`config.mk`:
```
export PLATFORM = sky130hd
export DESIGN_NAME = zeckendorf_decomposer_core
export DESIGN_NICKNAME = d
export VERILOG_FILES = /design/src/rtl/zd_pkg.sv /design/src/rtl/zd_front.sv /design/src/rtl/zd_queue.sv /design/src/rtl/zd_back.sv /design/src/rtl/zeckendorf_decomposer_core.sv
export SDC_FILE = /design/constraint.sdc
export NUM_CORES = 1
export LEC_CHECK = 0
export ABC_CLOCK_PERIOD_IN_PS = 8400
export BUFFER_PORTS_ARGS = -buffer_cell sky130_fd_sc_hd__buf_2
export CORE_UTILIZATION = 50
export CTS_CLUSTER_DIAMETER = 200
export DETAILED_ROUTE_END_ITERATION = 8
export GPL_ROUTABILITY_DRIVEN = 0
export PLACE_DENSITY = 0.69
export SLEW_MARGIN = 15
export SYNTH_ARGS = -nofsm -noshare
export SYNTH_HDL_FRONTEND = slang
export SYNTH_SLANG_ARGS = --single-unit
```
`constraint.sdc`:
```
create_clock -name clock -period 8.4 [get_ports clock]
set_clock_uncertainty 0.2 [all_clocks]
set_input_delay 0.84 -clock clock [delete_from_list [all_inputs] [get_ports clock]]
set_output_delay 0.84 -clock clock [all_outputs]
set_load 0.01 [all_outputs]
```
`src/rtl/zd_pkg.sv`:
```
// shared constants, types and the fibonacci table of the zeckendorf decomposer
package zd_pkg;

   localparam int VALUE_BITS  = 20;
   localparam int POS_BITS    = 5;
   localparam int MAX_RESULTS = 15;
   localparam int QUEUE_DEPTH = 2;

   // number of distinct fibonacci numbers 1, 2, 3, 5, ... that fit in VALUE_BITS
   function automatic int count_fib();
      longint unsigned prev;
      longint unsigned cur;
      longint unsigned nxt;
      longint unsigned mask;
      int              n;
      prev = 64'd1;
      cur  = 64'd1;
      mask = (64'd1 << VALUE_BITS) - 64'd1;
      n    = 0;
      while (cur <= mask) begin
         nxt  = prev + cur;
         prev = cur;
         cur  = nxt;
         n++;
      end
      return n;
   endfunction

   localparam int FIB_COUNT = count_fib();
   localparam int IDX_BITS  = $clog2(FIB_COUNT);
   localparam int CNT_BITS  = $clog2(MAX_RESULTS + 1);

   typedef logic [VALUE_BITS-1:0] fib_table_type [FIB_COUNT];

   function automatic fib_table_type build_fib_table();
      fib_table_type   tab;
      longint unsigned prev;
      longint unsigned cur;
      longint unsigned nxt;
      prev = 64'd1;
      cur  = 64'd1;
      for (int i = 0; i < FIB_COUNT; i++) begin
         tab[i] = cur[VALUE_BITS-1:0];
         nxt    = prev + cur;
         prev   = cur;
         cur    = nxt;
      end
      return tab;
   endfunction

   localparam fib_table_type FIB_TABLE = build_fib_table();

   typedef struct packed {
      logic full;
      logic empty;
   } queue_status_type;

   typedef enum logic {
      BACK_IDLE,
      BACK_WALK
   } back_state_type;

endpackage

```
`src/rtl/zd_front.sv`:
```
// request front end: accepts values and drops zeros before the queue
module zd_front
   import zd_pkg::*;
(
   input  logic                  start,
   output logic                  busy,
   input  logic [VALUE_BITS-1:0] req_value,
   input  queue_status_type      queue_status,
   output logic                  push,
   output logic [VALUE_BITS-1:0] push_value
);

   logic accept;

   always_comb begin
      busy       = queue_status.full;
      accept     = start && !queue_status.full;
      // a zero value has no terms, so it never reaches the walker
      push       = accept && (req_value != '0);
      push_value = req_value;
   end

endmodule

```
`src/rtl/zd_queue.sv`:
```
// short fifo of pending values between the front end and the walker
module zd_queue
   import zd_pkg::*;
(
   input  logic                  clock,
   input  logic                  reset,
   input  logic                  push,
   input  logic [VALUE_BITS-1:0] push_value,
   input  logic                  pop,
   output logic [VALUE_BITS-1:0] head_value,
   output queue_status_type      status
);

   localparam int PTR_BITS   = (QUEUE_DEPTH > 1) ? $clog2(QUEUE_DEPTH) : 1;
   localparam int COUNT_BITS = $clog2(QUEUE_DEPTH + 1);

   logic [VALUE_BITS-1:0] slot_ff [QUEUE_DEPTH];
   logic [PTR_BITS-1:0]   wr_ptr_ff, wr_ptr_in;
   logic [PTR_BITS-1:0]   rd_ptr_ff, rd_ptr_in;
   logic [COUNT_BITS-1:0] count_ff, count_in;
   logic                  do_push, do_pop;

   function automatic logic [PTR_BITS-1:0] next_ptr(input logic [PTR_BITS-1:0] p);
      if (p == PTR_BITS'(QUEUE_DEPTH - 1)) begin
         return '0;
      end
      return p + PTR_BITS'(1);
   endfunction

   always_comb begin
      status.full  = (count_ff == COUNT_BITS'(QUEUE_DEPTH));
      status.empty = (count_ff == '0);
      do_push      = push && !status.full;
      do_pop       = pop && !status.empty;
      head_value   = slot_ff[rd_ptr_ff];
      wr_ptr_in    = do_push ? next_ptr(wr_ptr_ff) : wr_ptr_ff;
      rd_ptr_in    = do_pop ? next_ptr(rd_ptr_ff) : rd_ptr_ff;
      count_in     = count_ff;
      if (do_push && !do_pop) begin
         count_in = count_ff + COUNT_BITS'(1);
      end else if (do_pop && !do_push) begin
         count_in = count_ff - COUNT_BITS'(1);
      end
   end

   always_ff @(posedge clock) begin
      if (reset) begin
         wr_ptr_ff <= '0;
         rd_ptr_ff <= '0;
         count_ff  <= '0;
      end else begin
         wr_ptr_ff <= wr_ptr_in;
         rd_ptr_ff <= rd_ptr_in;
         count_ff  <= count_in;
      end
   end

   always_ff @(posedge clock) begin
      if (do_push) begin
         slot_ff[wr_ptr_ff] <= push_value;
      end
   end

   assert property (@(posedge clock) disable iff (reset)
      !(status.full && status.empty))
      else $error("queue reports full and empty together");

   assert property (@(posedge clock) disable iff (reset)
      (push && status.full && !pop) |=> $stable(count_ff))
      else $error("queue count moved on a push into a full queue");

endmodule

```
`src/rtl/zd_back.sv`:
```
// walker: compares the remainder with one table entry per cycle and emits terms
module zd_back
   import zd_pkg::*;
(
   input  logic                  clock,
   input  logic                  reset,
   input  queue_status_type      queue_status,
   input  logic [VALUE_BITS-1:0] head_value,
   output logic                  pop,
   output logic                  rsp_valid,
   output logic [VALUE_BITS-1:0] rsp_term,
   output logic [POS_BITS-1:0]   rsp_position,
   output logic                  rsp_last
);

   back_state_type        state_ff, state_in;
   logic [VALUE_BITS-1:0] rem_ff, rem_in;
   logic [IDX_BITS-1:0]   idx_ff, idx_in;
   logic [CNT_BITS-1:0]   cnt_ff, cnt_in;
   logic                  valid_ff, valid_in;
   logic [VALUE_BITS-1:0] term_ff, term_in;
   logic [POS_BITS-1:0]   pos_ff, pos_in;
   logic                  last_ff, last_in;

   logic [VALUE_BITS-1:0] entry;
   logic [VALUE_BITS-1:0] rem_next;
   logic                  take;
   logic                  done;

   always_comb begin
      entry    = FIB_TABLE[idx_ff];
      take     = (rem_ff >= entry);
      rem_next = take ? (rem_ff - entry) : rem_ff;
      // stop on a cleared remainder, the smallest entry or the term limit
      done     = (rem_next == '0) || (idx_ff == '0)
                 || (take && (cnt_ff == CNT_BITS'(MAX_RESULTS - 1)));

      state_in = state_ff;
      rem_in   = rem_ff;
      idx_in   = idx_ff;
      cnt_in   = cnt_ff;
      pop      = 1'b0;
      valid_in = 1'b0;
      term_in  = entry;
      pos_in   = POS_BITS'(idx_ff);
      last_in  = (rem_next == '0);

      unique case (state_ff)
         BACK_IDLE: begin
            if (!queue_status.empty) begin
               pop      = 1'b1;
               rem_in   = head_value;
               idx_in   = IDX_BITS'(FIB_COUNT - 1);
               cnt_in   = '0;
               state_in = BACK_WALK;
            end
         end
         BACK_WALK: begin
            valid_in = take;
            rem_in   = rem_next;
            cnt_in   = cnt_ff + CNT_BITS'(take);
            // the index stays inside the table once the walk ends
            if (done) begin
               state_in = BACK_IDLE;
            end else begin
               idx_in = idx_ff - IDX_BITS'(1);
            end
         end
         default: begin
            state_in = BACK_IDLE;
         end
      endcase
   end

   always_ff @(posedge clock) begin
      if (reset) begin
         state_ff <= BACK_IDLE;
         rem_ff   <= '0;
         idx_ff   <= '0;
         cnt_ff   <= '0;
         valid_ff <= 1'b0;
      end else begin
         state_ff <= state_in;
         rem_ff   <= rem_in;
         idx_ff   <= idx_in;
         cnt_ff   <= cnt_in;
         valid_ff <= valid_in;
      end
   end

   always_ff @(posedge clock) begin
      term_ff <= term_in;
      pos_ff  <= pos_in;
      last_ff <= last_in;
   end

   assign rsp_valid    = valid_ff;
   assign rsp_term     = term_ff;
   assign rsp_position = pos_ff;
   assign rsp_last     = last_ff;

   assert property (@(posedge clock) disable iff (reset)
      rsp_valid |-> (rsp_term != '0))
      else $error("zero term emitted");

   assert property (@(posedge clock) disable iff (reset)
      (rsp_valid && rsp_last) |=> !rsp_valid)
      else $error("term emitted straight after the last term of a value");

   assert property (@(posedge clock) disable iff (reset)
      (state_ff == BACK_WALK) |-> (rem_ff != '0))
      else $error("walker running with nothing left to cover");

   assert property (@(posedge clock) disable iff (reset)
      pop |-> (state_ff == BACK_IDLE && !queue_status.empty))
      else $error("queue popped while walking or empty");

endmodule

```
`src/rtl/zeckendorf_decomposer_core.sv`:
```
// top level of the zeckendorf decomposer: front end, request queue and walker
//
// A request is taken on a rising edge with start high and busy low; a request
// of zero yields no terms. Each nonzero value comes out as its Zeckendorf
// terms, largest first, one per rsp_valid cycle, with rsp_position giving the
// table place (0 for 1, 1 for 2, ...) and rsp_last marking the final term.
// The receiver cannot stall: every rsp_valid cycle must be taken. A value
// leaves the queue into the walker, which compares and subtracts one table
// entry per cycle, from the largest entry down to the one that clears the
// remainder; it takes the next value only once that walk ends. A two-entry
// queue sits in front of the walker, and busy is high only while that queue
// is full.
module zeckendorf_decomposer_core
   import zd_pkg::*;
(
   input  logic                  clock,
   input  logic                  reset,
   input  logic                  start,
   output logic                  busy,
   input  logic [VALUE_BITS-1:0] req_value,
   output logic                  rsp_valid,
   output logic [VALUE_BITS-1:0] rsp_term,
   output logic [POS_BITS-1:0]   rsp_position,
   output logic                  rsp_last
);

   queue_status_type      queue_status;
   logic                  push;
   logic [VALUE_BITS-1:0] push_value;
   logic                  pop;
   logic [VALUE_BITS-1:0] head_value;

   zd_front u_front (
      .start        (start),
      .busy         (busy),
      .req_value    (req_value),
      .queue_status (queue_status),
      .push         (push),
      .push_value   (push_value)
   );

   zd_queue u_queue (
      .clock      (clock),
      .reset      (reset),
      .push       (push),
      .push_value (push_value),
      .pop        (pop),
      .head_value (head_value),
      .status     (queue_status)
   );

   zd_back u_back (
      .clock        (clock),
      .reset        (reset),
      .queue_status (queue_status),
      .head_value   (head_value),
      .pop          (pop),
      .rsp_valid    (rsp_valid),
      .rsp_term     (rsp_term),
      .rsp_position (rsp_position),
      .rsp_last     (rsp_last)
   );

endmodule

```
## After elaboration in Yosys (flattened, before gate mapping)

Memories as Yosys holds them, arrays and structs flattened. A register that Yosys moved wholly into a read port is not among the register bits.
Index checks and enable logic that the tools add are counted.

| cells by class | value |
|---|---|
| $add $sub $neg | 7 |
| $lt $le $gt $ge | 2 |
| equality and inequality tests | 4 |
| muxes and demuxes | 26 |
| bitwise gates (word level) | 2 |
| reductions and logical operators | 20 |

Operators by type and width:

| operator | number |
|---|---|
| 2-to-1 mux 20 bit | 4 |
| one-hot mux 20 bit (2 select lines) | 1 |
| >= comparator 20 bit | 1 |
| logical NOT 20 bit | 1 |
| nonzero test 20 bit | 1 |
| subtractor 20 bit | 1 |
| 2-to-1 mux 1 bit | 13 |
| 2-to-1 mux 5 bit | 2 |
| one-hot mux 5 bit (2 select lines) | 1 |
| one-hot mux 4 bit (2 select lines) | 1 |
| logical AND 1 bit | 7 |
| >= comparator 6 bit (second input constant) | 1 |
| inverter 5 -> 6 bit | 1 |
| logical NOT 5 bit | 1 |
| subtractor 5 x 1 -> 5 bit (second input constant) | 1 |
| adder 4 x 1 -> 4 bit | 1 |
| equality test 4 bit (second input constant) | 1 |
| logical NOT 1 bit | 4 |
| 2-to-1 mux 2 bit | 2 |
| 2-to-1 mux 4 bit | 1 |
| inequality test 2 bit (second input constant) | 2 |
| adder 1 bit (second input constant) | 2 |
| adder 2 x 1 -> 2 bit (second input constant) | 1 |
| equality test 2 bit (second input constant) | 1 |
| 8 further kinds | 9 |

| storage, ports and cells | value |
|---|---|
| flip-flop bits (word level) | 61 |
| memory bits (writable) | 40 |
| ROM bits | 640 |
| bits of input ports | 23 |
| output and inout port bits | 28 |
| word-level logic and storage cells | 74 |
| memories kept | 2 |

Memories:

| name | words | bits a word | read ports | clocked after Yosys merged registers in | write ports | line | RTL |
|---|---|---|---|---|---|---|---|
| (name not given) | 32 | 20 | 1 | 0 | 0 | zd_back.sv:31 | `entry = FIB_TABLE[idx_ff];` |
| u_queue.slot_ff | 2 | 20 | 1 | 1 | 1 | zd_queue.sv:17 | `logic [VALUE_BITS-1:0] slot_ff [QUEUE_DEPTH];` |

## Longest topological paths before layout

| logic depth | value |
|---|---|
| word-level depth | 11 |
| depth in mapped cells | 22 |

## Hierarchy

From an unflattened synthesis, not the netlist that was laid out.

| second synthesis, totals | value |
|---|---|
| cells, all modules | 650 |
| area total of the unflattened synthesis | 5910.7 um2 |

Modules (own cells, without submodules):

| module | instances | cells an instance | area an instance (um2) | seq. area each (um2) |
|---|---|---|---|---|
| zd_back | 1 | 534 | 4048.9 | 1141.1 |
| zd_queue | 1 | 87 | 1654.1 | 1301.2 |
| zd_front | 1 | 29 | 207.7 | 0.0 |

## Worst setup path before layout

OpenSTA, ideal clock, no wires.

| path | value |
|---|---|
| kind | reg-to-reg |
| start point | register u_back.idx_ff[0] |
| end point | register u_back.idx_ff[1] |
| library setup time | 0.121 ns |
| arrival time | 4.330 ns |
| setup slack | 3.749 ns |
| stages on the path, launching flop included | 18 |
| buffers on the path | 0 |
| period minus slack after synthesis | 4.651 ns |
| path through | dfxtp_1 inv_1 ha_1 nor2b_1 a21oi_1 or2_2 o211a_1 ha_1 nor2b_1 o31ai_1 a21oi_1 maj3_1 xor2_1 or4b_1 o2bb2ai_1 o211a_2 a31o_4 mux2_4 |

| on the way | value |
|---|---|
| word-level cells in the longest chain between the ends | 11 |
| elaborated cells on any way between the ends | 17 |

RTL lines:

| element | line | RTL |
|---|---|---|
| from (decl) | zd_back.sv:18 | `logic [IDX_BITS-1:0] idx_ff, idx_in;` |
| from (signal assigned) | zd_back.sv:85 | `idx_ff <= idx_in;` |
| inverter 5 -> 6 bit (not written as such) | zd_back.sv:31 |  |
| memory (32 x 20 bit) | -- |  |
| 2-to-1 mux 20 bit (not written as such) (2 in series) | zd_back.sv:31 |  |
| subtractor 20 bit or >= comparator 20 bit (tied branches) | zd_back.sv:33, zd_back.sv:32 |  |
| 2-to-1 mux 20 bit | zd_back.sv:33 | `rem_next = take ? (rem_ff - entry) : rem_ff;` |
| logical NOT 20 bit | zd_back.sv:35 | `done = (rem_next == '0) \|\| (idx_ff == '0)` |
| logical OR 1 bit | zd_back.sv:35 |  |
| logical OR 1 bit | zd_back.sv:36 | `\|\| (take && (cnt_ff == CNT_BITS'(MAX_RESULTS - 1)));` |
| inequality test 2 bit (no line) | -- |  |
| AND reduction 2 bit (no line) | -- |  |

Several ways; a longest one is shown, not always the timed one. The select of a mux whose other input is x is not followed.
A chain may end at the register's enable or synchronous reset.

## Worst setup path in the final report

| path | value |
|---|---|
| start point | register u_back.idx_ff[0] |
| end point | register u_back.idx_ff[1] |

| on the way | value |
|---|---|
| word-level cells in the longest chain between the ends | 11 |
| elaborated cells on any way between the ends | 17 |

RTL lines:

| element | line | RTL |
|---|---|---|
| inverter 5 -> 6 bit (not written as such) (*) | zd_back.sv:31 |  |
| memory (32 x 20 bit) (*) | -- |  |
| 2-to-1 mux 20 bit (not written as such) (*) (2 in series) | zd_back.sv:31 |  |
| via u_back.entry[0] | zd_back.sv:25 | `logic [VALUE_BITS-1:0] entry;` |
| subtractor 20 bit or >= comparator 20 bit (tied branches) | zd_back.sv:33, zd_back.sv:32 |  |
| 2-to-1 mux 20 bit | zd_back.sv:33 |  |
| logical NOT 20 bit | zd_back.sv:35 |  |
| logical OR 1 bit | zd_back.sv:35 |  |
| logical OR 1 bit (*) | zd_back.sv:36 |  |
| inequality test 2 bit (no line) (*) | -- |  |
| AND reduction 2 bit (no line) (*) | -- |  |

Mark *: on every way through the listed nets, which the timed path passes. The rest lies on a longest branch. The select of a mux whose other input is x is not followed.

==> metrics.csv <==
stage,metric,value,unit
setup_path,required,8.44,ns
setup_path,max_stage_delay,0.62,ns
setup_path,cp_slowest_cell,a211oi_4,
sta,slew-limit-headroom,0.401,
synthesis,synth-seq-cells,102,
sta,fin_hold_ws,0.324,ns
layout,nNetsFinal,683,
hold_path,whs_path_depth,2,
floorplanning,num_rows,38,
sta,tns,0,ns
drt,drt_iter0_markers,493,
clock_network,cts_made_buffers,9,
setup_path,reg2reg_depth,18,
sta,rsz0062_at_grt,false,
sta,period_share,0.699,
drt,ant_nets,0,
synthesis,synth_warnings,0,
setup_path,cp.depth,18,
hold_path,hold_class,register to register,
layout,layout_commonest_cell,dfxtp_1,
layout,final_cell_mix,"dfxtp_1, nor2_1, buf_2",
floorplanning,die_width,109,µm
clock_network,clock_latency,0.36,ns
sta,fmax,170,MHz
global_routing,grt_max_degree,41,
synthesis,ys_async_sr_fraction,0,
clock_network,clock_path_buffers,2,
clock_network,cts.repair.resized,0,
drt,wl_per_cell,17.9,µm
synthesis,synth-edff-count,40,
sta,fin_crit,5.87,ns
synthesis,synthFlopType,dfxtp_1,
layout,ff_latch_area,0.00244,mm²
floorplanning,initial_core_util,0.521,
global_routing,grt_use_total,0.242,
run,maxCapViolCount,0,
setup_path,crit_fanout,22,
clock_network,htree_levels,3,
clock_network,post_cts_buffers,0,
clock_network,tritoncts,yes,
setup_path,endpoint_kind,register,
drt,viasPerCell,6.18,
clock_network,clockRootBuffer,clkbuf_16,
setup_path,worstPathCellList,inv_1 > ha_1 > nor2b_1 > nor2_1 > o22a_1 > o41ai_1 > ha_1 > fa_1 > inv_1 > a21oi_1 > o21ai_0 > a211o_1 > a211oi_4 > inv_2 > or4_1 > o31ai_2 > a31o_4 > mux2_4,
place,dp_hpwl,10100,µm
synthesis,synth_nets,648,
setup_path,cp-start-kind,register,
layout,fillCellCount,946,
layout,layout.cells.non_filler,773,
setup_path,path_delay_family,compound AO/OA/AOI/OAI gates,
layout,final_util,0.578,
floorplanning,fp.dieH,109,µm
drt,drt-pass1-iter-count,5,
synthesis,netlist_area,0.00572,mm²
drt,vias,4781,
synthesis,avgSynthCellArea,9.64,µm²
drt,wirelength,13800,µm
setup_path,crit_type,register to register,
setup_path,worst-path-buf-inv,3,
floorplanning,fp.dieArea,0.0119,mm²
layout,antenna_cells,0,
synthesis,synthesis.instances,593,
global_routing,overflow,0,
floorplanning,core_area,0.0110,mm²
place,io_buffers,50,
place,dpl.cell_count,757,
drt,route.detailed.drc,0,
global_routing,grt_pass1_vias,4237,
layout,syn_to_final_growth,11.0,%
layout,drive_above_1_share,0.185,
outcome,outcome,completed,
sta,worst_slew_pin_slew,0.899,ns
sta,finalSetupViolCount,0,
sta,hold_violations,0,
clock_network,hold_buffers,0,
synthesis,yosysUniqueCellTypes,73,
setup_path,worstPathArrival,5.91,ns
floorplanning,io_pins,51,
synthesis,yosysSeqAreaShare,0.427,
clock_network,clock_sinks,102,
clock_network,clk_pin_slew,0.07,ns
layout,multi_input_area,0.00304,mm²
global_routing,antenna_found_initial,0,
sta,slew_violations,0,
global_routing,grt_pass1_wl,21600,µm
==> final cells by class <==
class,instances,share of cell area
clock buffer,10,0.0361
clock inverter,6,0.00789
inverter,33,0.0195
multi-input combinational,427,0.479
sequential,102,0.385
tap,140,0.0276
timing repair buffer,55,0.0453
==> per-layer routing <==
metal	GRT usage	part of all wire	vias to the layer above
met2	0.377	0.45	227
li1	-	-	2278
met5	0	0	-
met1	0.327	0.44	2241
met3	0.0395	0.073	35
met4	0.119	0.036	0
==> sequential cells by signal (all words and copies together) (netlist names), named ones only <==
register / flops
u_back.cnt_ff: 4
u_back.idx_ff: 5
u_back.rem_ff: 20
u_back.rsp_last: 1
u_back.rsp_position: 5
u_back.rsp_term: 20
u_back.rsp_valid: 1
u_back.state_ff: 1
u_queue.count_ff: 2
u_queue.rd_ptr_ff: 1
u_queue.slot_ff: 40
u_queue.wr_ptr_ff: 1
==> worst min-delay path, stage by stage, from the launching register on <==
cell and delay [ns]:
dfxtp_1 0.33, xnor2_1 0.09, nor2_1 0.08
==> Yosys cell counts, types with 16 or more instances <==
master | instances | area [µm²]
dfxtp_1 | 62 | 1240
o21ai_0 | 23 | 115
xnor2_1 | 16 | 140
edfxtp_1 | 40 | 1200
nand3_1 | 20 | 100
a222oi_1 | 16 | 160
mux2_2 | 28 | 315
nor3_1 | 16 | 80.1
nor2_1 | 60 | 225
clkbuf_1 | 26 | 97.6
ha_1 | 31 | 388
inv_1 | 30 | 113
nand2_1 | 34 | 128
a21oi_1 | 35 | 175
==> through the flow <==
step | area (µm²) | setup slack, ns
3_3_place_gp | 6070 | 2.86
4_1_cts | 6350 | 2.63
3_5_place_dp | 6070 | 2.64
6_report | 6350 | 2.53
2_1_floorplan | 5720 | 3.75
5_1_grt | 6350 | 2.18
==> final timing paths <==
check	from	endpoint	slack [ns]
worst max-delay path	u_back.idx_ff[0]$_SDFFE_PP0P_	u_back.idx_ff[1]$_SDFFE_PP0P_	2.53
worst min-delay path	u_queue.rd_ptr_ff$_SDFFE_PP0P_	register	0.32
worst max register to register	u_back.idx_ff[0]$_SDFFE_PP0P_	u_back.idx_ff[1]$_SDFFE_PP0P_	2.53
worst min register to register	u_queue.rd_ptr_ff$_SDFFE_PP0P_	register	0.32
==> cell families after synthesis <==
| group | after synthesis | share of synthesized area |
|---|---|---|
| and+or+nand+nor | 185 | 0.156 |
| AOI/OAI and AO/OA | 147 | 0.191 |
| DFF | 102 | 0.427 |
| buffers and inverters | 64 | 0.0427 |
| muxes | 37 | 0.0720 |
| adders and majority gates | 33 | 0.0731 |
| xor gates and xnor gates | 25 | 0.0383 |
Power is left out: the tool's default activity adds up to more than one toggle a clock period on the data nets, which glitch-free logic cannot reach.
